[src/rtl/core/rtpf_pkg.sv]
// Package for the markup-to-plain-text filter: widths, character codes,
// mode encoding, name buffer control and match structs, whitespace test.
// Depends on nothing; every other file of the block uses it.
package rtpf_pkg;

    localparam int CHAR_W         = 16;
    localparam int NAME_CHARS_DEF = 4;

    typedef logic [CHAR_W-1:0] t_char;

    typedef enum logic [1:0] {
        MODE_PLAIN  = 2'd0,
        MODE_TAG    = 2'd1,
        MODE_ENTITY = 2'd2
    } t_mode;

    // Character codes used by the parser and the name matcher.
    localparam t_char CH_LF    = 16'h000A;
    localparam t_char CH_SPACE = 16'h0020;
    localparam t_char CH_QUOT  = 16'h0022;
    localparam t_char CH_AMP   = 16'h0026;
    localparam t_char CH_APOS  = 16'h0027;
    localparam t_char CH_SLASH = 16'h002F;
    localparam t_char CH_SEMI  = 16'h003B;
    localparam t_char CH_LT    = 16'h003C;
    localparam t_char CH_GT    = 16'h003E;
    localparam t_char CH_NBSP  = 16'h00A0;
    localparam t_char CH_A     = 16'h0061;
    localparam t_char CH_B     = 16'h0062;
    localparam t_char CH_G     = 16'h0067;
    localparam t_char CH_L     = 16'h006C;
    localparam t_char CH_M     = 16'h006D;
    localparam t_char CH_O     = 16'h006F;
    localparam t_char CH_P     = 16'h0070;
    localparam t_char CH_Q     = 16'h0071;
    localparam t_char CH_R     = 16'h0072;
    localparam t_char CH_S     = 16'h0073;
    localparam t_char CH_T     = 16'h0074;
    localparam t_char CH_U     = 16'h0075;

    // Control from the parser to the name buffer.
    typedef struct packed {
        logic  clear;
        logic  push;
        t_char code;
    } t_name_ctl;

    // Which known names the buffer currently holds.
    typedef struct packed {
        logic br;
        logic p;
        logic endp;
        logic amp;
        logic lt;
        logic gt;
        logic quot;
        logic apos;
    } t_name_match;

    function automatic logic is_white(input t_char c);
        logic w;
        w = ((c >= 16'h0009) && (c <= 16'h000D)) ||
            (c == 16'h0020) || (c == 16'h0085) || (c == 16'h00A0) ||
            (c == 16'h1680) ||
            ((c >= 16'h2000) && (c <= 16'h200A)) ||
            (c == 16'h2028) || (c == 16'h2029) || (c == 16'h202F) ||
            (c == 16'h205F) || (c == 16'h3000);
        return w;
    endfunction

endpackage

[src/rtl/core/rtpf_if.sv]
// Valid/ready channel interfaces for the filter's input and result words.
// Depends on rtpf_pkg for the character type.
interface rtpf_in_if;
    logic           valid;
    logic           ready;
    rtpf_pkg::t_char in_char;
    logic           last_char;

    modport source (output valid, output in_char, output last_char, input ready);
    modport sink   (input valid, input in_char, input last_char, output ready);
endinterface

interface rtpf_out_if;
    logic           valid;
    logic           ready;
    rtpf_pkg::t_char out_char;
    logic           char_valid;
    logic           end_of_text;

    modport source (output valid, output out_char, output char_valid,
                    output end_of_text, input ready);
    modport sink   (input valid, input out_char, input char_valid,
                    input end_of_text, output ready);
endinterface

[src/rtl/core/rtpf_name_buf.sv]
// Tag and entity name buffer: stores the first name characters, tracks the
// count and overflow, and compares the contents against the known names.
// Depends on rtpf_pkg.
module rtpf_name_buf #(
    parameter int NAME_CHARS = rtpf_pkg::NAME_CHARS_DEF
) (
    input  logic                   i_clk,
    input  logic                   i_rst_n,
    input  rtpf_pkg::t_name_ctl    i_ctl,
    output rtpf_pkg::t_name_match  o_match
);

    localparam int CNT_W = $clog2(NAME_CHARS + 1);
    localparam int IDX_W = $clog2(NAME_CHARS);

    rtpf_pkg::t_char r_store [NAME_CHARS];
    logic [CNT_W-1:0] r_count;
    logic             r_too_long;
    logic             n_has_room;

    assign n_has_room = (r_count < CNT_W'(NAME_CHARS));

    always_ff @(posedge i_clk) begin
        if (!i_rst_n) begin
            r_count    <= '0;
            r_too_long <= 1'b0;
        end else if (i_ctl.clear) begin
            r_count    <= '0;
            r_too_long <= 1'b0;
        end else if (i_ctl.push) begin
            if (n_has_room) begin
                r_count <= r_count + CNT_W'(1);
            end else begin
                r_too_long <= 1'b1;
            end
        end
    end

    // Contents need no reset: only entries below the count are ever compared.
    always_ff @(posedge i_clk) begin
        if (i_ctl.push && !i_ctl.clear && n_has_room) begin
            r_store[r_count[IDX_W-1:0]] <= i_ctl.code;
        end
    end

    always_comb begin
        o_match.br   = !r_too_long && (r_count == CNT_W'(2)) &&
                       (r_store[0] == rtpf_pkg::CH_B) && (r_store[1] == rtpf_pkg::CH_R);
        o_match.p    = !r_too_long && (r_count == CNT_W'(1)) &&
                       (r_store[0] == rtpf_pkg::CH_P);
        o_match.endp = !r_too_long && (r_count == CNT_W'(2)) &&
                       (r_store[0] == rtpf_pkg::CH_SLASH) && (r_store[1] == rtpf_pkg::CH_P);
        o_match.amp  = !r_too_long && (r_count == CNT_W'(3)) &&
                       (r_store[0] == rtpf_pkg::CH_A) && (r_store[1] == rtpf_pkg::CH_M) &&
                       (r_store[2] == rtpf_pkg::CH_P);
        o_match.lt   = !r_too_long && (r_count == CNT_W'(2)) &&
                       (r_store[0] == rtpf_pkg::CH_L) && (r_store[1] == rtpf_pkg::CH_T);
        o_match.gt   = !r_too_long && (r_count == CNT_W'(2)) &&
                       (r_store[0] == rtpf_pkg::CH_G) && (r_store[1] == rtpf_pkg::CH_T);
        o_match.quot = !r_too_long && (r_count == CNT_W'(4)) &&
                       (r_store[0] == rtpf_pkg::CH_Q) && (r_store[1] == rtpf_pkg::CH_U) &&
                       (r_store[2] == rtpf_pkg::CH_O) && (r_store[3] == rtpf_pkg::CH_T);
        o_match.apos = !r_too_long && (r_count == CNT_W'(4)) &&
                       (r_store[0] == rtpf_pkg::CH_A) && (r_store[1] == rtpf_pkg::CH_P) &&
                       (r_store[2] == rtpf_pkg::CH_O) && (r_store[3] == rtpf_pkg::CH_S);
    end

`ifndef SYNTH
    a_count_bound: assert property (@(posedge i_clk) disable iff (!i_rst_n)
        r_count <= CNT_W'(NAME_CHARS))
        else $error("name count beyond buffer depth");

    a_overflow_full: assert property (@(posedge i_clk) disable iff (!i_rst_n)
        r_too_long |-> (r_count == CNT_W'(NAME_CHARS)))
        else $error("name overflow flagged with room left");

    a_clear_empties: assert property (@(posedge i_clk) disable iff (!i_rst_n)
        i_ctl.clear |=> ((r_count == '0) && !r_too_long))
        else $error("name buffer not emptied by a clear");
`endif

endmodule

[src/rtl/core/rich_text_to_plain_filter.sv]
// Top level of the markup-to-plain-text filter: input register, parser
// state machine and result register. Depends on rtpf_pkg, the channel
// interfaces in rtpf_if.sv and rtpf_name_buf.
//
// The filter takes one UTF-16 code unit per word and turns markup into plain
// text. Tags between '<' and '>' are dropped; a tag named br gives a newline,
// and p or /p give a newline once some output exists (the name ends at the
// first space). Entities between '&' and ';' decode amp, lt, gt, quot and
// apos; any other entity vanishes. A no-break space becomes a space, an input
// newline is dropped, and other whitespace becomes one space unless the last
// character emitted was a space. A word with last_char set always produces a
// result word with end_of_text set (carrying that step's character if there
// is one) and returns the filter to its reset state, so a tag or entity left
// open swallows the rest of its text. Words that produce no character and do
// not end the text produce no result word. Throughput is one input word per
// clock cycle unless the output stalls: each word is held in an input
// register, the parser updates its state and the name buffer in a single
// pass, and any result lands in an output register, from which the sink
// takes it. Input ready only falls while the output register holds a result
// that the sink has not taken and a further word is waiting to be parsed.
module rich_text_to_plain_filter #(
    parameter int NAME_CHARS = rtpf_pkg::NAME_CHARS_DEF
) (
    input  logic           i_clk,
    input  logic           i_rst_n,
    rtpf_in_if.sink        i_in,
    rtpf_out_if.source     o_out
);

    // Input register.
    logic             r_in_valid;
    rtpf_pkg::t_char  r_in_char;
    logic             r_in_last;

    // Parser state.
    rtpf_pkg::t_mode  r_mode;
    rtpf_pkg::t_mode  n_mode;
    logic             r_name_ended;
    logic             n_name_ended;
    logic             r_out_started;
    logic             n_out_started;
    logic             r_last_space;
    logic             n_last_space;

    // Result register.
    logic             r_out_valid;
    rtpf_pkg::t_char  r_out_char;
    logic             r_out_chv;
    logic             r_out_eot;

    logic                   advance;
    logic                   step;
    logic                   emit;
    rtpf_pkg::t_char        emit_char;
    rtpf_pkg::t_name_ctl    name_ctl;
    rtpf_pkg::t_name_match  match;

    // The parsed word moves on when the result register is free or being
    // emptied this cycle; a new word enters when the input register is free
    // or its word moves on.
    assign advance    = !r_out_valid || o_out.ready;
    assign step       = r_in_valid && advance;
    assign i_in.ready = !r_in_valid || advance;

    always_ff @(posedge i_clk) begin
        if (!i_rst_n) begin
            r_in_valid <= 1'b0;
        end else if (i_in.ready) begin
            r_in_valid <= i_in.valid;
        end
    end

    always_ff @(posedge i_clk) begin
        if (i_in.ready && i_in.valid) begin
            r_in_char <= i_in.in_char;
            r_in_last <= i_in.last_char;
        end
    end

    rtpf_name_buf #(
        .NAME_CHARS (NAME_CHARS)
    ) u_name_buf (
        .i_clk   (i_clk),
        .i_rst_n (i_rst_n),
        .i_ctl   (name_ctl),
        .o_match (match)
    );

    // Parser state register.
    always_ff @(posedge i_clk) begin
        if (!i_rst_n) begin
            r_mode        <= rtpf_pkg::MODE_PLAIN;
            r_name_ended  <= 1'b0;
            r_out_started <= 1'b0;
            r_last_space  <= 1'b0;
        end else if (step) begin
            r_mode        <= n_mode;
            r_name_ended  <= n_name_ended;
            r_out_started <= n_out_started;
            r_last_space  <= n_last_space;
        end
    end

    // Next state and the character, if any, that this word produces.
    always_comb begin
        n_mode        = r_mode;
        n_name_ended  = r_name_ended;
        n_out_started = r_out_started;
        n_last_space  = r_last_space;
        emit          = 1'b0;
        emit_char     = '0;
        name_ctl      = '{clear: 1'b0, push: 1'b0, code: r_in_char};

        unique case (r_mode)
            rtpf_pkg::MODE_TAG: begin
                if (r_in_char == rtpf_pkg::CH_GT) begin
                    if (match.br || ((match.p || match.endp) && r_out_started)) begin
                        emit      = 1'b1;
                        emit_char = rtpf_pkg::CH_LF;
                    end
                    n_mode = rtpf_pkg::MODE_PLAIN;
                end else if (!r_name_ended) begin
                    if (r_in_char == rtpf_pkg::CH_SPACE) begin
                        n_name_ended = 1'b1;
                    end else begin
                        name_ctl.push = 1'b1;
                    end
                end
            end
            rtpf_pkg::MODE_ENTITY: begin
                if (r_in_char == rtpf_pkg::CH_SEMI) begin
                    emit = 1'b1;
                    if (match.amp) begin
                        emit_char = rtpf_pkg::CH_AMP;
                    end else if (match.lt) begin
                        emit_char = rtpf_pkg::CH_LT;
                    end else if (match.gt) begin
                        emit_char = rtpf_pkg::CH_GT;
                    end else if (match.quot) begin
                        emit_char = rtpf_pkg::CH_QUOT;
                    end else if (match.apos) begin
                        emit_char = rtpf_pkg::CH_APOS;
                    end else begin
                        emit = 1'b0;
                    end
                    n_mode = rtpf_pkg::MODE_PLAIN;
                end else begin
                    name_ctl.push = 1'b1;
                end
            end
            default: begin
                // Plain text, and the unused mode code behaves the same.
                if (r_in_char == rtpf_pkg::CH_LT) begin
                    n_mode         = rtpf_pkg::MODE_TAG;
                    n_name_ended   = 1'b0;
                    name_ctl.clear = 1'b1;
                end else if (r_in_char == rtpf_pkg::CH_AMP) begin
                    n_mode         = rtpf_pkg::MODE_ENTITY;
                    n_name_ended   = 1'b0;
                    name_ctl.clear = 1'b1;
                end else if (rtpf_pkg::is_white(r_in_char)) begin
                    if (r_in_char == rtpf_pkg::CH_NBSP) begin
                        emit      = 1'b1;
                        emit_char = rtpf_pkg::CH_SPACE;
                    end else if ((r_in_char != rtpf_pkg::CH_LF) && !r_last_space) begin
                        emit      = 1'b1;
                        emit_char = rtpf_pkg::CH_SPACE;
                    end
                end else begin
                    emit      = 1'b1;
                    emit_char = r_in_char;
                end
            end
        endcase

        if (emit) begin
            n_out_started = 1'b1;
            n_last_space  = (emit_char == rtpf_pkg::CH_SPACE);
        end

        // The final word of a text returns everything to its reset state.
        if (r_in_last) begin
            n_mode         = rtpf_pkg::MODE_PLAIN;
            n_name_ended   = 1'b0;
            n_out_started  = 1'b0;
            n_last_space   = 1'b0;
            name_ctl.clear = 1'b1;
        end

        // The buffer only changes on a step that actually happens.
        name_ctl.clear = name_ctl.clear && step;
        name_ctl.push  = name_ctl.push && step;
    end

    // Result register.
    always_ff @(posedge i_clk) begin
        if (!i_rst_n) begin
            r_out_valid <= 1'b0;
        end else if (step && (emit || r_in_last)) begin
            r_out_valid <= 1'b1;
        end else if (o_out.ready) begin
            r_out_valid <= 1'b0;
        end
    end

    always_ff @(posedge i_clk) begin
        if (step && (emit || r_in_last)) begin
            r_out_char <= emit ? emit_char : '0;
            r_out_chv  <= emit;
            r_out_eot  <= r_in_last;
        end
    end

    assign o_out.valid       = r_out_valid;
    assign o_out.out_char    = r_out_char;
    assign o_out.char_valid  = r_out_chv;
    assign o_out.end_of_text = r_out_eot;

`ifndef SYNTH
    a_empty_result_ends: assert property (@(posedge i_clk) disable iff (!i_rst_n)
        (r_out_valid && !r_out_chv) |-> r_out_eot)
        else $error("result word without character does not end the text");

    a_empty_char_zero: assert property (@(posedge i_clk) disable iff (!i_rst_n)
        (r_out_valid && !r_out_chv) |-> (r_out_char == '0))
        else $error("result word without character carries a non-zero code");

    a_last_resets: assert property (@(posedge i_clk) disable iff (!i_rst_n)
        (step && r_in_last) |=>
            ((r_mode == rtpf_pkg::MODE_PLAIN) && !r_out_started && !r_last_space))
        else $error("parser state not cleared after the final word of a text");

    a_space_tracked: assert property (@(posedge i_clk) disable iff (!i_rst_n)
        (step && emit && !r_in_last) |=>
            (r_out_started && (r_last_space == (r_out_char == rtpf_pkg::CH_SPACE))))
        else $error("space tracking disagrees with the emitted character");
`endif

endmodule
[src/flat_wrapper.sv]
// flat-port wrapper written by rule: the top's interface ports become plain ports
module rich_text_to_plain_filter_flat 
#(
    parameter int NAME_CHARS = rtpf_pkg::NAME_CHARS_DEF
)
  (i_clk, i_rst_n, i_in_valid, i_in_in_char, i_in_last_char, i_in_ready, o_out_valid, o_out_out_char, o_out_char_valid, o_out_end_of_text, o_out_ready);
  rtpf_in_if i_in_i ();
  rtpf_out_if o_out_i ();
  input  logic i_clk;
  input  logic i_rst_n;
  input wire logic [$bits(i_in_i.valid)-1:0] i_in_valid;
  input wire logic [$bits(i_in_i.in_char)-1:0] i_in_in_char;
  input wire logic [$bits(i_in_i.last_char)-1:0] i_in_last_char;
  output wire logic [$bits(i_in_i.ready)-1:0] i_in_ready;
  output wire logic [$bits(o_out_i.valid)-1:0] o_out_valid;
  output wire logic [$bits(o_out_i.out_char)-1:0] o_out_out_char;
  output wire logic [$bits(o_out_i.char_valid)-1:0] o_out_char_valid;
  output wire logic [$bits(o_out_i.end_of_text)-1:0] o_out_end_of_text;
  input wire logic [$bits(o_out_i.ready)-1:0] o_out_ready;
  assign i_in_i.valid = i_in_valid;
  assign i_in_i.in_char = i_in_in_char;
  assign i_in_i.last_char = i_in_last_char;
  assign i_in_ready = i_in_i.ready;
  assign o_out_valid = o_out_i.valid;
  assign o_out_out_char = o_out_i.out_char;
  assign o_out_char_valid = o_out_i.char_valid;
  assign o_out_end_of_text = o_out_i.end_of_text;
  assign o_out_i.ready = o_out_ready;
  rich_text_to_plain_filter #(.NAME_CHARS(NAME_CHARS)) u_core (.i_clk(i_clk), .i_rst_n(i_rst_n), .i_in(i_in_i), .o_out(o_out_i));
endmodule
[config.mk]
export PLATFORM = sky130hd
export DESIGN_NAME = rich_text_to_plain_filter_flat
export DESIGN_NICKNAME = d
export VERILOG_FILES = /design/src/rtl/core/rtpf_pkg.sv /design/src/rtl/core/rtpf_if.sv /design/src/rtl/core/rtpf_name_buf.sv /design/src/rtl/core/rich_text_to_plain_filter.sv /design/src/flat_wrapper.sv
export SDC_FILE = /design/constraint.sdc
export NUM_CORES = 1
export LEC_CHECK = 0
export BUFFER_PORTS_ARGS = -buffer_cell sky130_fd_sc_hd__buf_2
export CAP_MARGIN = 25
export CORE_MARGIN = 1
export CORE_UTILIZATION = 37
export DETAILED_ROUTE_END_ITERATION = 12
export SYNTH_ARGS = -nofsm -noshare
export SYNTH_HDL_FRONTEND = slang
export SYNTH_SLANG_ARGS = --single-unit
[constraint.sdc]
create_clock -name i_clk -period 3.3 [get_ports i_clk]
set_input_delay 0.165 -clock i_clk [delete_from_list [all_inputs] [get_ports i_clk]]
set_output_delay 0.165 -clock i_clk [all_outputs]
set_load 0.02 [all_outputs]
==> Word-level counts from Yosys, hierarchy flattened <==
Memory sizes are Yosys's and may differ from the RTL's.
Cells that the tools add are included.
{ "word_totals": {"register_bits": 46, "ram_bits": 64, "input_bits": 21, "output_inout_bits": 20, "elab_cells": 187, "n_memories": 1} }
{ "mem_list": {"columns": ["memory", "depth", "width", "read_ports", "rd_ports_with_merged_regs", "wr", "line_no", "text"], "rows": [
  ["u_core.u_name_buf.r_store", 4, 16, 4, 0, 1, "rtpf_name_buf.sv:16", "rtpf_pkg::t_char r_store [NAME_CHARS];"]
]} }
{ "op_classes": {"n_addsub": 1, "magnitude_cmp": 5, "eq_ne": 41, "mux": 58, "n_bitwise": 2, "reduce_logical": 66} }
{ "op_table": {"columns": ["op", "n"], "rows": [
  ["equality test 16 x 7 -> 1 bit, second input constant", 15],
  ["2-to-1 mux 16 bit", 10],
  ["equality test 16 x 6 -> 1 bit, second input constant", 7],
  ["equality test 16 x 14 -> 1 bit, second input constant", 5],
  ["logical AND 1 bit", 35],
  ["2-to-1 mux 1 bit", 35],
  ["equality test 16 x 8 -> 1 bit, second input constant", 2],
  ["case mux 16 bit (2 select lines)", 1],
  ["equality test 16 x 13 -> 1 bit, second input constant", 1],
  ["greater-or-equal comparator 16 x 14 -> 1 bit, second input constant", 1],
  ["greater-or-equal comparator 16 x 4 -> 1 bit, second input constant", 1],
  ["<= comparator 16 x 14 -> 1 bit, second input constant", 1],
  ["<= comparator 16 x 4 -> 1 bit, second input constant", 1],
  ["!= test 16 x 4 -> 1 bit, second input constant", 1],
  ["logical OR 1 bit", 15],
  ["2-to-1 mux 6 bit", 2],
  ["2-to-1 mux 2 bit", 5],
  ["AND reduction 4 bit", 2],
  ["equality test 3 x 2 -> 1 bit, second input constant", 2],
  ["!= test 3 x 1 -> 1 bit, second input constant", 2],
  ["case mux 1 bit (2 select lines)", 3],
  ["AND reduction 2 bit", 3],
  ["logical NOT 1 bit", 5],
  ["nonzero test 5 bit", 1],
  ["other kinds (14)", 17]
]} }

==> Depth between registers and ports, before layout <==
Gate-level depths: netlist of run 1.
{ "depth": {"ltp_word": 19, "ltp_mapped": 10, "mapped_depth_nobuf": 9} }

==> By module <==
Synthesis of run 1 repeated with hierarchy kept, for this count alone.
{ "hier_totals": {"hier_cells": 356, "hier_area_um2": 4834.6} }
{ "by_module_without_submodules": {"columns": ["mod", "instances", "cells_each", "area_per_inst_um2", "seq_area_each_um2"], "rows": [
  ["rtpf_name_buf", 1, 147, 2558.7, 2001.9],
  ["rich_text_to_plain_filter", 1, 209, 2275.9, 1191.1]
]} }

==> Least setup slack after synthesis of run 1 <==
OpenSTA, ideal clock, no wires.
{ "synth_timing": {"path_kind": "flip-flop to flip-flop", "from": "register u_core.r_in_char[4]", "to": "register u_core.r_out_chv, in the netlist u_core.o_out.char_valid (enable)", "setup_ns": 0.339, "arrival_ns": 2.556, "required_ns": 2.961, "path_slack_ns": 0.405, "stages_incl_launch_ff": 9, "n_path_buf": 1, "synth_period_minus_slack_ns": 2.895, "path_cell_list": "edfxtp_1 > buf_2 > or3_1 > o41ai_1 > a211oi_1 > o221ai_1 > a21oi_1 > o41ai_2 > inv_1"} }
{ "synth_between": {"elab_chain_cells": 18, "elab_cells_between_ends": 41, "cone_classes": "order compare (4); eq/ne (14); mux (8); reduce/logical (15)"} }
{ "synth_rtl": {"columns": ["element", "line_no", "text"], "rows": [
  ["start, declared", "rich_text_to_plain_filter.sv:32", "rtpf_pkg::t_char r_in_char;"],
  ["start signal, assigned", "rich_text_to_plain_filter.sv:75", "r_in_char <= i_in.in_char;"],
  ["greater-or-equal comparator 16 x 4 -> 1 bit / <= comparator 16 x 4 -> 1 bit (equally long branches)", "rtpf_pkg.sv:62", "w = ((c >= 16'h0009) && (c <= 16'h000D)) ||"],
  ["logical AND 1 bit", "rtpf_pkg.sv:62", null],
  ["logical OR 1 bit", "rtpf_pkg.sv:62", null],
  ["logical OR 1 bit (3 in series)", "rtpf_pkg.sv:63", "(c == 16'h0020) || (c == 16'h0085) || (c == 16'h00A0) ||"],
  ["logical OR 1 bit", "rtpf_pkg.sv:64", "(c == 16'h1680) ||"],
  ["logical OR 1 bit", "rtpf_pkg.sv:65", "((c >= 16'h2000) && (c <= 16'h200A)) ||"],
  ["logical OR 1 bit (3 in series)", "rtpf_pkg.sv:66", "(c == 16'h2028) || (c == 16'h2029) || (c == 16'h202F) ||"],
  ["logical OR 1 bit", "rtpf_pkg.sv:67", "(c == 16'h205F) || (c == 16'h3000);"],
  ["2-to-1 mux 1 bit", "rich_text_to_plain_filter.sv:161", "end else if (rtpf_pkg::is_white(r_in_char)) begin"],
  ["2-to-1 mux 1 bit", "rich_text_to_plain_filter.sv:157", "end else if (r_in_char == rtpf_pkg::CH_AMP) begin"],
  ["2-to-1 mux 1 bit", "rich_text_to_plain_filter.sv:153", "if (r_in_char == rtpf_pkg::CH_LT) begin"],
  ["case mux 1 bit (2 select lines) (*)", "rich_text_to_plain_filter.sv:114", "unique case (r_mode)"],
  ["logical OR 1 bit (*)", "rich_text_to_plain_filter.sv:207", "if (step && (emit || r_in_last)) begin"],
  ["logical AND 1 bit (*)", "rich_text_to_plain_filter.sv:207", null],
  ["end signal, assigned", "rich_text_to_plain_filter.sv:209", "r_out_chv <= emit;"],
  ["end, declared", "rich_text_to_plain_filter.sv:48", "logic r_out_chv;"]
]} }
Mark *: on every way between the ends. The rest lies on a longest branch, timed or not.
A chain may end at the register's enable or synchronous reset.

==> Worst setup path after layout of run 1 <==
{ "layout_timing": {"from": "register u_core.r_in_char[15]", "to": "register u_core.r_out_eot, in the netlist u_core.o_out.end_of_text (enable)"} }
{ "layout_between": {"elab_chain_cells": 18, "elab_cells_between_ends": 41, "cone_classes": "order compare (4); eq/ne (14); mux (8); reduce/logical (15)"} }
{ "layout_rtl": {"columns": ["element", "line_no", "text"], "rows": [
  ["greater-or-equal comparator 16 x 4 -> 1 bit / <= comparator 16 x 4 -> 1 bit (equally long branches)", "rtpf_pkg.sv:62", null],
  ["logical AND 1 bit", "rtpf_pkg.sv:62", null],
  ["logical OR 1 bit", "rtpf_pkg.sv:62", null],
  ["logical OR 1 bit (3 in series)", "rtpf_pkg.sv:63", null],
  ["logical OR 1 bit", "rtpf_pkg.sv:64", null],
  ["logical OR 1 bit", "rtpf_pkg.sv:65", null],
  ["logical OR 1 bit (3 in series)", "rtpf_pkg.sv:66", null],
  ["logical OR 1 bit", "rtpf_pkg.sv:67", null],
  ["2-to-1 mux 1 bit", "rich_text_to_plain_filter.sv:161", null],
  ["2-to-1 mux 1 bit", "rich_text_to_plain_filter.sv:157", null],
  ["2-to-1 mux 1 bit", "rich_text_to_plain_filter.sv:153", null],
  ["case mux 1 bit (2 select lines) (*)", "rich_text_to_plain_filter.sv:114", null],
  ["logical OR 1 bit (*)", "rich_text_to_plain_filter.sv:207", null],
  ["logical AND 1 bit (*)", "rich_text_to_plain_filter.sv:207", null],
  ["end signal, assigned", "rich_text_to_plain_filter.sv:210", "r_out_eot <= r_in_last;"],
  ["end, declared", "rich_text_to_plain_filter.sv:49", "logic r_out_eot;"]
]} }
Marked as above.

==> summary.md, run 1 <==
| Metric | Value |
|---|---|
| Status | finished, final reports clean |
| Largest net degree at the start of global routing | 21 |
| Worst reg2reg path depth | 9 |
| Hold path endpoint | u_core.r_in_char[1] |
| CTS Buf Count | 9 |
| Achievable Freq | 0.325 GHz |
| H-tree depth | 3 |
| Vias after detailed routing | 3192 |
| Layout net count | 454 |
| Setup violations, final | 0 |
| Filler cells | 1098 |
| Sequential power share | 0.551 |
| PwrDens | 496 nW/um2 |
| Synthesized area | 4740 um2 |
| CTS root buf | clkbuf_16 |
| Synthesized netlist cell count | 343 |
| Layout area overhead | 21.8% |
| ANT cells | 0 |
| R2R Path End | u_core.o_out.end_of_text |
| Max cap viols | 0 |
| Drt first pass iters | 5 |
| Crit-path max FO | 17 |
| Post-DP HPWL | 8.20 mm |
| R2r setup slk | 0.23 ns |
| Internal Power | 2220 uW |
| CTS sink count | 110 |
| Sw frac | 0.224 |
| I/O pins | 41 |
| EDFF count, synth | 99 |
| Die ar. | 13300 um2 |
| Antenna-violating nets left | 0 |
| Initial drt markers | 385 |
| Post-route setup TNS | 0 ns |
| Row count | 40 |
| CTS tree | done |
| Die height | 115 um |
| Wire length per cell | 19.0 um |
| Synth async-reset ratio | 0 |
| DRC viols | 0 |
| Post-layout min period | 3.07 ns |
| HP Class | input pin to register |
| DP Area | 5310 um2 |
| Crit. End Element | register |
| Clk_skew | 0.00932 ns |
| R2r startpoint | u_core.r_in_char[15] |
| Vias/cell | 5.33 |
| Layout Utilization | 0.471 |
| Worst EP arrival | 3.19 ns |
| First-pass GRT wire length | 17.5 mm |
| Sw Pwr | 641 uW |
| Fin area | 5770 um2 |
| Clock Power Share | 0.394 |
| Total gr overflow | 0 |
| Sequential element share of the synthesized area | 0.674 |
| Initial Utilization | 0.386 |
| GP Congestion | 1.00 |
| Relative slew slack | 0.403 |
| Clock latency on the worst-skew pair | 0.35 ns |
| Post-synthesis net count | 371 |
| Share of cells above drive strength 1 | 0.211 |
| Least-Margin Pin Slew | 0.896 ns |
| Pleak | 0.00194 uW |
| Worst-path clk slew | 0.07 ns |
| Critical path class | register to register |
| Worst hold path cell count | 1 |
| Combinational share of power | 0.055 |
| Min-delay src | i_in_in_char[1] |
| RSZ-0062 raised after global routing | no |
| Synth Register Bits | 110 |
| IO Port Bufs | 40 |
| Vias in the first global route | 3193 |
| Post-synth top flop | edfxtp_1 |
| Core area | 12300 um2 |
| Worst vdd ir | 0.206 mV |
| Setup crit start kind | register |
| WL final | 11.4 mm |
| Fin. max-slew vios | 0 |
| WP data required | 3.41 ns |
| Die Width | 115 um |
| Hold Vio Cnt, Final | 0 |
| Yosys warns | 0 |
| Maximum root-to-sink buffer count | 2 |
| Mean Syn Cell Area | 13.8 um2 |
| Total GRT Usage | 0.184 |
| Fin crit share | 0.932 |
| Netlist cell types | 64 |
| Initial antenna violation count | 0 |
[flip-flops by register name, indices dropped and copies added (netlist names)]
signal,cells
u_core.u_name_buf.r_store,64
u_core.o_out.out_char,16
u_core.r_in_char,16
u_core.u_name_buf.r_count,3
u_core.r_mode,2
u_core.o_out.char_valid,1
u_core.o_out.end_of_text,1
u_core.o_out.valid,1
u_core.r_in_last,1
u_core.r_in_valid,1
u_core.r_last_space,1
u_core.r_name_ended,1
u_core.r_out_started,1
u_core.u_name_buf.r_too_long,1
[cell usage after synthesis (2+ instances only)]
library cell	n	area [um2]
edfxtp_1	99	2970
nor2_1	23	86.3
and2_1	18	113
nand2_1	15	56.3
inv_1	13	48.8
dfxtp_1	11	220
nand3_1	10	50.1
nand4_1	10	62.6
nor4_1	10	62.6
nor4b_1	10	87.6
o21ai_0	8	40.0
ha_1	7	87.6
nor3_1	7	35.0
a21oi_1	6	30.0
nand2b_1	6	37.5
nor2b_1	6	37.5
clkbuf_1	5	18.8
nor3b_1	5	37.5
a31oi_1	4	25.0
a211oi_1	3	22.5
a21boi_0	3	22.5
and3b_1	3	26.3
and4_1	3	26.3
nand3b_1	3	22.5
nand4b_1	3	26.3
o211ai_1	3	22.5
or3_1	3	18.8
or3b_1	3	26.3
a211o_1	2	17.5
a21o_1	2	15.0
buf_2	2	10.0
nor4bb_1	2	20.0
o31a_1	2	17.5
o31ai_1	2	15.0
or4_1	2	15.0
[logic make-up after synthesis]
logic type | after synthesis | synth area share
compound gates | 51 | 0.0806
xor+xnor | 1 | 0.00185
fa+ha+maj | 7 | 0.0185
buf+inv | 21 | 0.0180
flops | 110 | 0.674
mux | 1 | 0.00211
simple gates | 152 | 0.205
[routing by layer]
| metal | vias up | part of all wire | routed length (um) | GRT usage |
|---|---|---|---|---|
| met5 | - | 0 | 0 | 0 |
| met1 | 1554 | 0.45 | 5140 | 0.241 |
| li1 | 1512 | - | - | - |
| met2 | 103 | 0.47 | 5390 | 0.299 |
| met4 | 0 | 0.027 | 307 | 0.0788 |
| met3 | 23 | 0.048 | 549 | 0.0353 |
[through the flow]
step                      setup slack, ns  hold WS, ns  cells  total power, uW
after floorplan                     0.405        0.264    343             1670
after global placement              0.227        0.341    568             1750
after detailed placement            0.231        0.343    568             1750
after CTS                           0.213       0.0223    599             2880
after global routing               0.0601       0.0171    599             2950
final                               0.226       0.0190    599             2860
[area by class of cell]
type,count,area [um2],share of cell area
sequential,110,3190,0.553
multi-input combinational,212,1460,0.253
timing repair buffer,80,551,0.0954
clock buffer,9,225,0.0390
tap,168,210,0.0364
clock inverter,7,83.8,0.0145
inverter,13,48.8,0.00846
[worst max path at each step]
stage | to | slack, ns | from
3_3_place_gp | u_core.u_name_buf.r_store[1][8] | 0.23 | u_core.r_in_char[13]
3_5_place_dp | u_core.u_name_buf.r_store[3][10] | 0.23 | u_core.r_in_char[13]
5_1_grt | u_core.u_name_buf.r_store[3][9] | 0.06 | u_core.r_in_char[13]
2_1_floorplan | u_core.o_out.char_valid | 0.41 | u_core.r_in_char[4]
6_report | u_core.o_out.end_of_text | 0.23 | u_core.r_in_char[15]
4_1_cts | u_core.u_name_buf.r_store[3][6] | 0.21 | u_core.r_in_char[13]
[layout by cell type, fill, tap and decap left out, drive strengths merged, types with 6 or more instances in the layout]
cell and instances:
o21ai 9, edfxtp 99, nor2 23, nand2 15, inv 18, nand3 10, nor4 12, nor3 7
nand4 10, nor4b 11, buf 65, ha 7, clkbuf 9, dfxtp 11, nand2b 6, a21oi 7
dlygate4sd3 15, nor2b 6, and2 18
[power by group through the flow]
stage / clock [uW] / sequential, uW / combinational (uW)
finish: 1130 / 1580 / 157
global route: 1200 / 1580 / 170
CTS: 1150 / 1580 / 157
detailed placement: 0 / 1610 / 143
global placement: 0 / 1610 / 142
floorplan: 0 / 1610 / 61.7
[worst max-delay path: stages, from the launching register on]
cell      delay [ns]
edfxtp_1        0.51
nor4_2          0.36
buf_4           0.20
nand4_1         0.16
or3_1           0.47
o221ai_1        0.09
a21oi_1         0.13
o41ai_2         0.53
inv_1           0.19
buf_12          0.20
[timing repair]
| action | in CTS | in global routing |
|---|---|---|
| resized for setup | 0 | 0 |
| hold buffers | 15 | 0 |
| hold endpoints to repair | 15 | 0 |
| setup buffers | 0 | 0 |
(Power assumes the default switching activity.)
==> run 2, diff against run 1 <==
--- a/config.mk
+++ b/config.mk
@@ -12,2 +12,3 @@
 export DETAILED_ROUTE_END_ITERATION = 12
+export RECOVER_POWER = 50
 export SYNTH_ARGS = -nofsm -noshare
--- a/constraint.sdc
+++ b/constraint.sdc
@@ -3,2 +3,2 @@
 set_output_delay 0.165 -clock i_clk [all_outputs]
-set_load 0.02 [all_outputs]
+set_load 0.01 [all_outputs]
==> run 2 against run 1 <==
Net effect:
- total power fell by 0.51%
- worst setup slack worse by 0.0069 ns
- via count rose by 0.72%
- core utilization down 0.54 points
- first-iteration DRC count fell by 2.9%
- final cell count unchanged
- largest power group unchanged
- sequential share of layout area rose by 0.64 points
- die area stayed put
- combinational power shrank 11%
- sequential power hardly changed
- sequential cell count is the same
==> summary.md, run 2 (synthesis results as in run 1) <==
| Metric | Value |
|---|---|
| Status | finished, final reports clean |
| Buf/Inv on CP | 1 |
| Wire length per cell | 19.0 um |
| Clock Power Share | 0.397 |
| Fin crit share | 0.934 |
| Setup crit start kind | register |
| CTS Buf Count | 9 |
| Sw Pwr | 635 uW |
| Tot Pwr | 2850 uW |
| WL final | 11.4 mm |
| Post-cts sizing count | 0 |
| PwrDens | 499 nW/um2 |
| Largest net degree at the start of global routing | 21 |
| CTS root buf | clkbuf_16 |
| Vias/cell | 5.37 |
| Pleak | 0.00184 uW |
| Hold Vio Cnt, Final | 0 |
| Clk_skew | 0.00941 ns |
| First-pass GRT wire length | 17.5 mm |
| Post-layout min period | 3.08 ns |
| Commonest non-fill, non-tap cells in the layout | 99 x edfxtp_1, 33 x clkbuf_1, 23 x nor2_1 |
| Total GRT Usage | 0.184 |
| Sequential cell area | 3190 um2 |
| Worst EP arrival | 3.13 ns |
| Relative slew slack | 0.165 |
| Post-route setup TNS | 0 ns |
| Crit-path cells | nor2_1 -> nand4_1 -> or3_1 -> or3b_1 -> a211o_1 -> nor2_1 -> o21a_1 -> and2_1 -> buf_4 |
| Row count | 40 |
| H-tree depth | 3 |
| Layout net count | 454 |
| Least-Margin Pin Slew | 1.25 ns |
| Initial Utilization | 0.386 |
| CP dominant cell by count | nor2_1 |
| CTS sink count | 110 |
| Layout Utilization | 0.465 |
| IO Port Bufs | 40 |
| CP max stage delay | 0.65 ns |
| Sw frac | 0.223 |
| Filler cells | 1115 |
| Die ar. | 13300 um2 |
| Initial antenna violation count | 0 |
| Combinational share of power | 0.049 |
| Crit. End Element | register |
| Die Width | 115 um |
| Crit-path max FO | 13 |
| I/O pins | 41 |
| Worst-path clk slew | 0.07 ns |
| Drt first pass iters | 5 |
| DRC viols | 0 |
| Internal Power | 2210 uW |
| Total gr overflow | 0 |
| RSZ-0062 raised after global routing | no |
| ANT cells | 0 |
| Vias after detailed routing | 3215 |
| Sequential power share | 0.554 |
| Clock latency on the worst-skew pair | 0.35 ns |
| Critical path class | register to register |
| Vias in the first global route | 3193 |
| Worst vdd ir | 0.204 mV |
| Achievable Freq | 0.325 GHz |
| Post-DP HPWL | 8.20 mm |
| Cell family with most CP delay | simple AND/OR/NAND/NOR gates |
| CTS tree | done |
| Slowest CP cell | edfxtp_1 |
| Die height | 115 um |
| GP Congestion | 1.00 |
| Commonest non-fill, non-tap cell in the layout | edfxtp_1 |
| Core area | 12300 um2 |
| Maximum root-to-sink buffer count | 2 |
| Max cap viols | 0 |
| Layout area overhead | 20.4% |
| Share of cells above drive strength 1 | 0.135 |
| Antenna-violating nets left | 0 |
| Largest register FFs | 64 |
| WP data required | 3.35 ns |
| Fin. max-slew vios | 0 |
| HP Class | input pin to register |
| Initial drt markers | 374 |
| Setup violations, final | 0 |
| Multi-input logic area | 1460 um2 |
## run 2: cell types whose count changed in the layout (fill, tap and decap cells not counted)
| cell | change |
|---|---|
| buf_2 | -23 |
| buf_4 | -10 |
| and2_0 | +1 |
| and2_1 | -1 |
| clkbuf_1 | +33 |
## run 2: worst paths after layout
| check | startpoint | end | slack [ns] | cells past startpoint |
|---|---|---|---|---|
| worst min register to register | u_core.r_mode[0] | u_core.r_mode[0] | 0.51 | 2 |
| worst max-delay path | u_core.r_in_char[13] | u_core.u_name_buf.r_store[3][11] | 0.22 | 9 |
| worst max register to register | u_core.r_in_char[13] | u_core.u_name_buf.r_store[3][11] | 0.22 | 9 |
| worst min-delay path | i_in_in_char[1] | u_core.r_in_char[1] | 0.05 | 1 |
## run 2: what timing repair did
item,4_1_cts,5_1_grt
hold buffers,15,0
endpoints found under the hold margin,15,0
setup buffers,0,0
## run 2: layer usage
| metal | track usage | up-vias | part of all wire |
|---|---|---|---|
| li1 | - | 1511 | - |
| met1 | 0.241 | 1561 | 0.44 |
| met2 | 0.299 | 117 | 0.47 |
| met3 | 0.0353 | 26 | 0.058 |
| met4 | 0.0788 | 0 | 0.028 |
| met5 | 0 | - | 0 |
## run 2: power groups by stage
stage / logic, uW / registers [uW] / clock network [uW]
floorplan: 61.6 / 1600 / 0
finish: 139 / 1580 / 1130
detailed placement: 135 / 1610 / 0
CTS: 148 / 1580 / 1150
global route: 152 / 1580 / 1200
global placement: 133 / 1610 / 0
## run 2: per-stage QoR
stage	area, um2	setup slack, ns	hold slack, ns	instances
after floorplan	4740	0.405	0.264	343
after global placement	5310	0.227	0.341	568
after detailed placement	5310	0.231	0.343	568
after CTS	5770	0.213	0.0223	599
after global routing	5700	0.0601	0.0633	599
final	5700	0.219	0.0524	599
## run 2: area by class of cell
class	count	area share
inverters	13	0.00856
repair buffers	80	0.0849
clock inverters	7	0.0147
multi-input cells	212	0.256
well taps	168	0.0369
flip-flops and latches	110	0.560
clock buffers	9	0.0395
==> run 3, diff against run 2 <==
GPL_TIMING_DRIVEN = 0   (was default)
SYNTH_HIERARCHICAL = 1   (was default)
TNS_END_PERCENT = 5   (was default)
==> run 3 against run 2 <==
Net effect:
- sequential power barely moved
- core utilization fell by 0.33 points
- sequential share of layout area fell by 1.4 points
- hold slack improved by 0.022 ns
- non-clock buffer count fell by 6
- final cell count rose by 1.3%
- clock skew fell by 0.0026 ns
- largest power group unchanged
- worst setup slack got worse by 0.10 ns
- maximum frequency fell by 3.2%
- die area rose by 2.1%
- clock-buffer cell count rose by 1
- sequential cell count did not move
==> summary.md, run 3 <==
| Metric | Value |
|---|---|
| Status | finished, final reports clean |
| PwrDens | 483 nW/um2 |
| Tot Pwr | 2830 uW |
| Setup violations, final | 0 |
| Maximum root-to-sink buffer count | 2 |
| H-tree depth | 3 |
| Cell family with most CP delay | simple AND/OR/NAND/NOR gates |
| Sequential power share | 0.560 |
| Post-synthesis net count | 384 |
| CTS root buf | clkbuf_16 |
| Combinational share of power | 0.050 |
| Worst vdd ir | 0.276 mV |
| GP Congestion | 0.884 |
| Sequential element share of the synthesized area | 0.660 |
| CTS Buf Count | 9 |
| Sw frac | 0.216 |
| Final worst slack | 0.118 ns |
| Total GRT Usage | 0.184 |
| Worst EP arrival | 3.28 ns |
| Crit-path cells | clkbuf_2 -> or3_4 -> or3_1 -> buf_6 -> or3_2 -> a21oi_1 -> nand2b_4 -> nor3b_2 -> buf_6 |
| Yosys warns | 6 |
| Vias/cell | 5.49 |
| Drt first pass iters | 5 |
| Initial Utilization | 0.382 |
| R2r setup slk | 0.12 ns |
| Internal Power | 2220 uW |
| Pleak | 0.00188 uW |
| Commonest non-fill, non-tap cells in the layout | 99 x edfxtp_1, 23 x clkbuf_1, 21 x buf_2 |
| Share of cells above drive strength 1 | 0.200 |
| Critical path class | register to register |
| Vias after detailed routing | 3333 |
| Slowest CP cell | edfxtp_1 |
| CP dominant cell by count | buf_6 |
| Hold Vio Cnt, Final | 0 |
| Relative slew slack | 0.243 |
| I/O pins | 41 |
| Synthesized area | 4830 um2 |
| Post-place setup slack | -0.248 ns |
| Largest net degree at the start of global routing | 20 |
| Clock Power Share | 0.390 |
| Post-synth top flop | edfxtp_1 |
| Die Width | 116 um |
| CTS sink count | 110 |
| Max cap viols | 0 |
| Most frequent cell after synthesis | edfxtp_1 |
| Synth cell count leaders | 99 x edfxtp_1, 19 x nor2_1, 18 x inv_1 |
| Worst-path clk slew | 0.07 ns |
| Clk_skew | 0.00678 ns |
| WL final | 11.6 mm |
| HP Class | input pin to register |
| IO Port Bufs | 40 |
| Initial antenna violation count | 0 |
| RSZ-0062 raised after global routing | no |
| Commonest non-fill, non-tap cell in the layout | edfxtp_1 |
| DRC viols | 0 |
| Netlist cell types | 66 |
| ANT cells | 0 |
| Die height | 116 um |
| Post-DP HPWL | 8.19 mm |
| Synth async-reset ratio | 0 |
| Synth Register Bits | 110 |
| Largest register FFs | 64 |
| Sw Pwr | 611 uW |
| Post-layout min period | 3.18 ns |
| Antenna-violating nets left | 0 |
| Row count | 41 |
| Synthesized netlist cell count | 356 |
| Wire length per cell | 19.1 um |
| Clock latency on the worst-skew pair | 0.34 ns |
| Least-Margin Pin Slew | 1.14 ns |
| Buf/Inv on CP | 3 |
| Die ar. | 13500 um2 |
| First-pass GRT wire length | 18.0 mm |
| Cell taking the most area after synthesis | edfxtp_1 |
| WP data required | 3.40 ns |
| EDFF count, synth | 99 |
| Achievable Freq | 0.314 GHz |
| CTS tree | done |
| Mean Syn Cell Area | 13.6 um2 |
| Top cell type's share of synthesized area | 0.615 |
| Layout area overhead | 21.0% |
| Filler cells | 1157 |
| Core area | 12700 um2 |
| Fin crit share | 0.964 |
| Setup crit start kind | register |
| Crit. End Element | register |
| Layout net count | 458 |
| Synth top area cells | edfxtp_1 61%, dfxtp_1 4.6%, ha_1 1.8%, nor4b_1 1.6%, nor2_1 1.5% |
| Crit-path max FO | 13 |
| Vias in the first global route | 3249 |
| Hold WS | 0.0742 ns |
| Initial drt markers | 195 |
| Fin. max-slew vios | 0 |
| Total gr overflow | 0 |
| CP max stage delay | 0.51 ns |
## run 3: cell types whose count changed after synthesis, sizes merged, moves of 4 or more
cell | before | now
or3 | 3 | 7
and3 | 1 | 14
a21boi | 4 | 0
nor3 | 7 | 13
inv | 13 | 18
o22ai | 1 | 6
o21a | 1 | 5
nor2 | 23 | 19
and2 | 18 | 2
a21oi | 7 | 14
## run 3: cell type report
type                            instances  area, um2  share of cell area
Sequential cell                       110       3190               0.546
Inverter                               18       71.3              0.0122
Multi-Input combinational cell        217       1550               0.265
Clock inverter                          6       81.3              0.0139
Tap cell                              172        215              0.0368
Timing Repair Buffer                   63        418              0.0714
Buffer                                 11       91.3              0.0156
Clock buffer                           10        229              0.0391
## run 3: power groups by stage
| stage | Combinational, uW | Clock (uW) | Sequential, uW |
|---|---|---|---|
| finish | 140 | 1100 | 1580 |
| global route | 154 | 1190 | 1590 |
| CTS | 142 | 1130 | 1580 |
| detailed placement | 121 | 0 | 1610 |
| global placement | 119 | 0 | 1610 |
| floorplan | 69.3 | 0 | 1600 |
## run 3: path summary, 6_finish.rpt
kind	end	start	depth (start not counted)
setup / recovery	u_core/u_name_buf/r_store[1][14]	u_core/r_in_char[6]	9
hold reg to reg	u_core/r_last_space	u_core/r_last_space	2
setup reg to reg	u_core/u_name_buf/r_store[1][14]	u_core/r_in_char[6]	9
hold / removal	u_core/r_in_valid	i_in_valid	3
## run 3: through the flow
step           area (um2)  std cells  setup TNS (ns)   util
3_5_place_dp         5320        572           -9.52  0.419
6_report             5850        607               0  0.462
5_1_grt              5850        607               0  0.462
3_3_place_gp         5250        568          -82.52  0.414
2_1_floorplan        4830        356           -8.27      -
4_1_cts              5830        607               0  0.460
## run 3: repair_timing
action                                  4_1_cts  5_1_grt
resized for setup                             2       11
buffers inserted                              2        0
endpoints found under the setup margin       68       72
hold buffers                                 17        0
endpoints found under the hold margin        17        0
## run 3: logic make-up (layout without fill, tap and decap cells)
| group | after synthesis | in the layout | share of synthesized area |
|---|---|---|---|
| xor gates and xnor gates | 1 | 1 | 0.00181 |
| buffers and inverters | 29 | 108 | 0.0326 |
| adders and majority gates | 7 | 7 | 0.0181 |
| and+or+nand+nor | 153 | 153 | 0.205 |
| DFF | 110 | 110 | 0.660 |
| muxes | 3 | 3 | 0.00621 |
| AOI/OAI and AO/OA | 53 | 53 | 0.0756 |
## run 3: layer usage
metal  part of all wire  GRT usage
met2               0.48      0.291
met1               0.44      0.242
met5                  0          0
met3              0.052     0.0384
met4              0.028     0.0855
## run 3: worst register-to-register path: stages (launching register included)
cell and delay (ns):
edfxtp_1 0.51, clkbuf_2 0.26, or3_4 0.44, or3_1 0.33, buf_6 0.15, or3_2 0.45
a21oi_1 0.27, nand2b_4 0.25, nor3b_2 0.10, buf_6 0.17
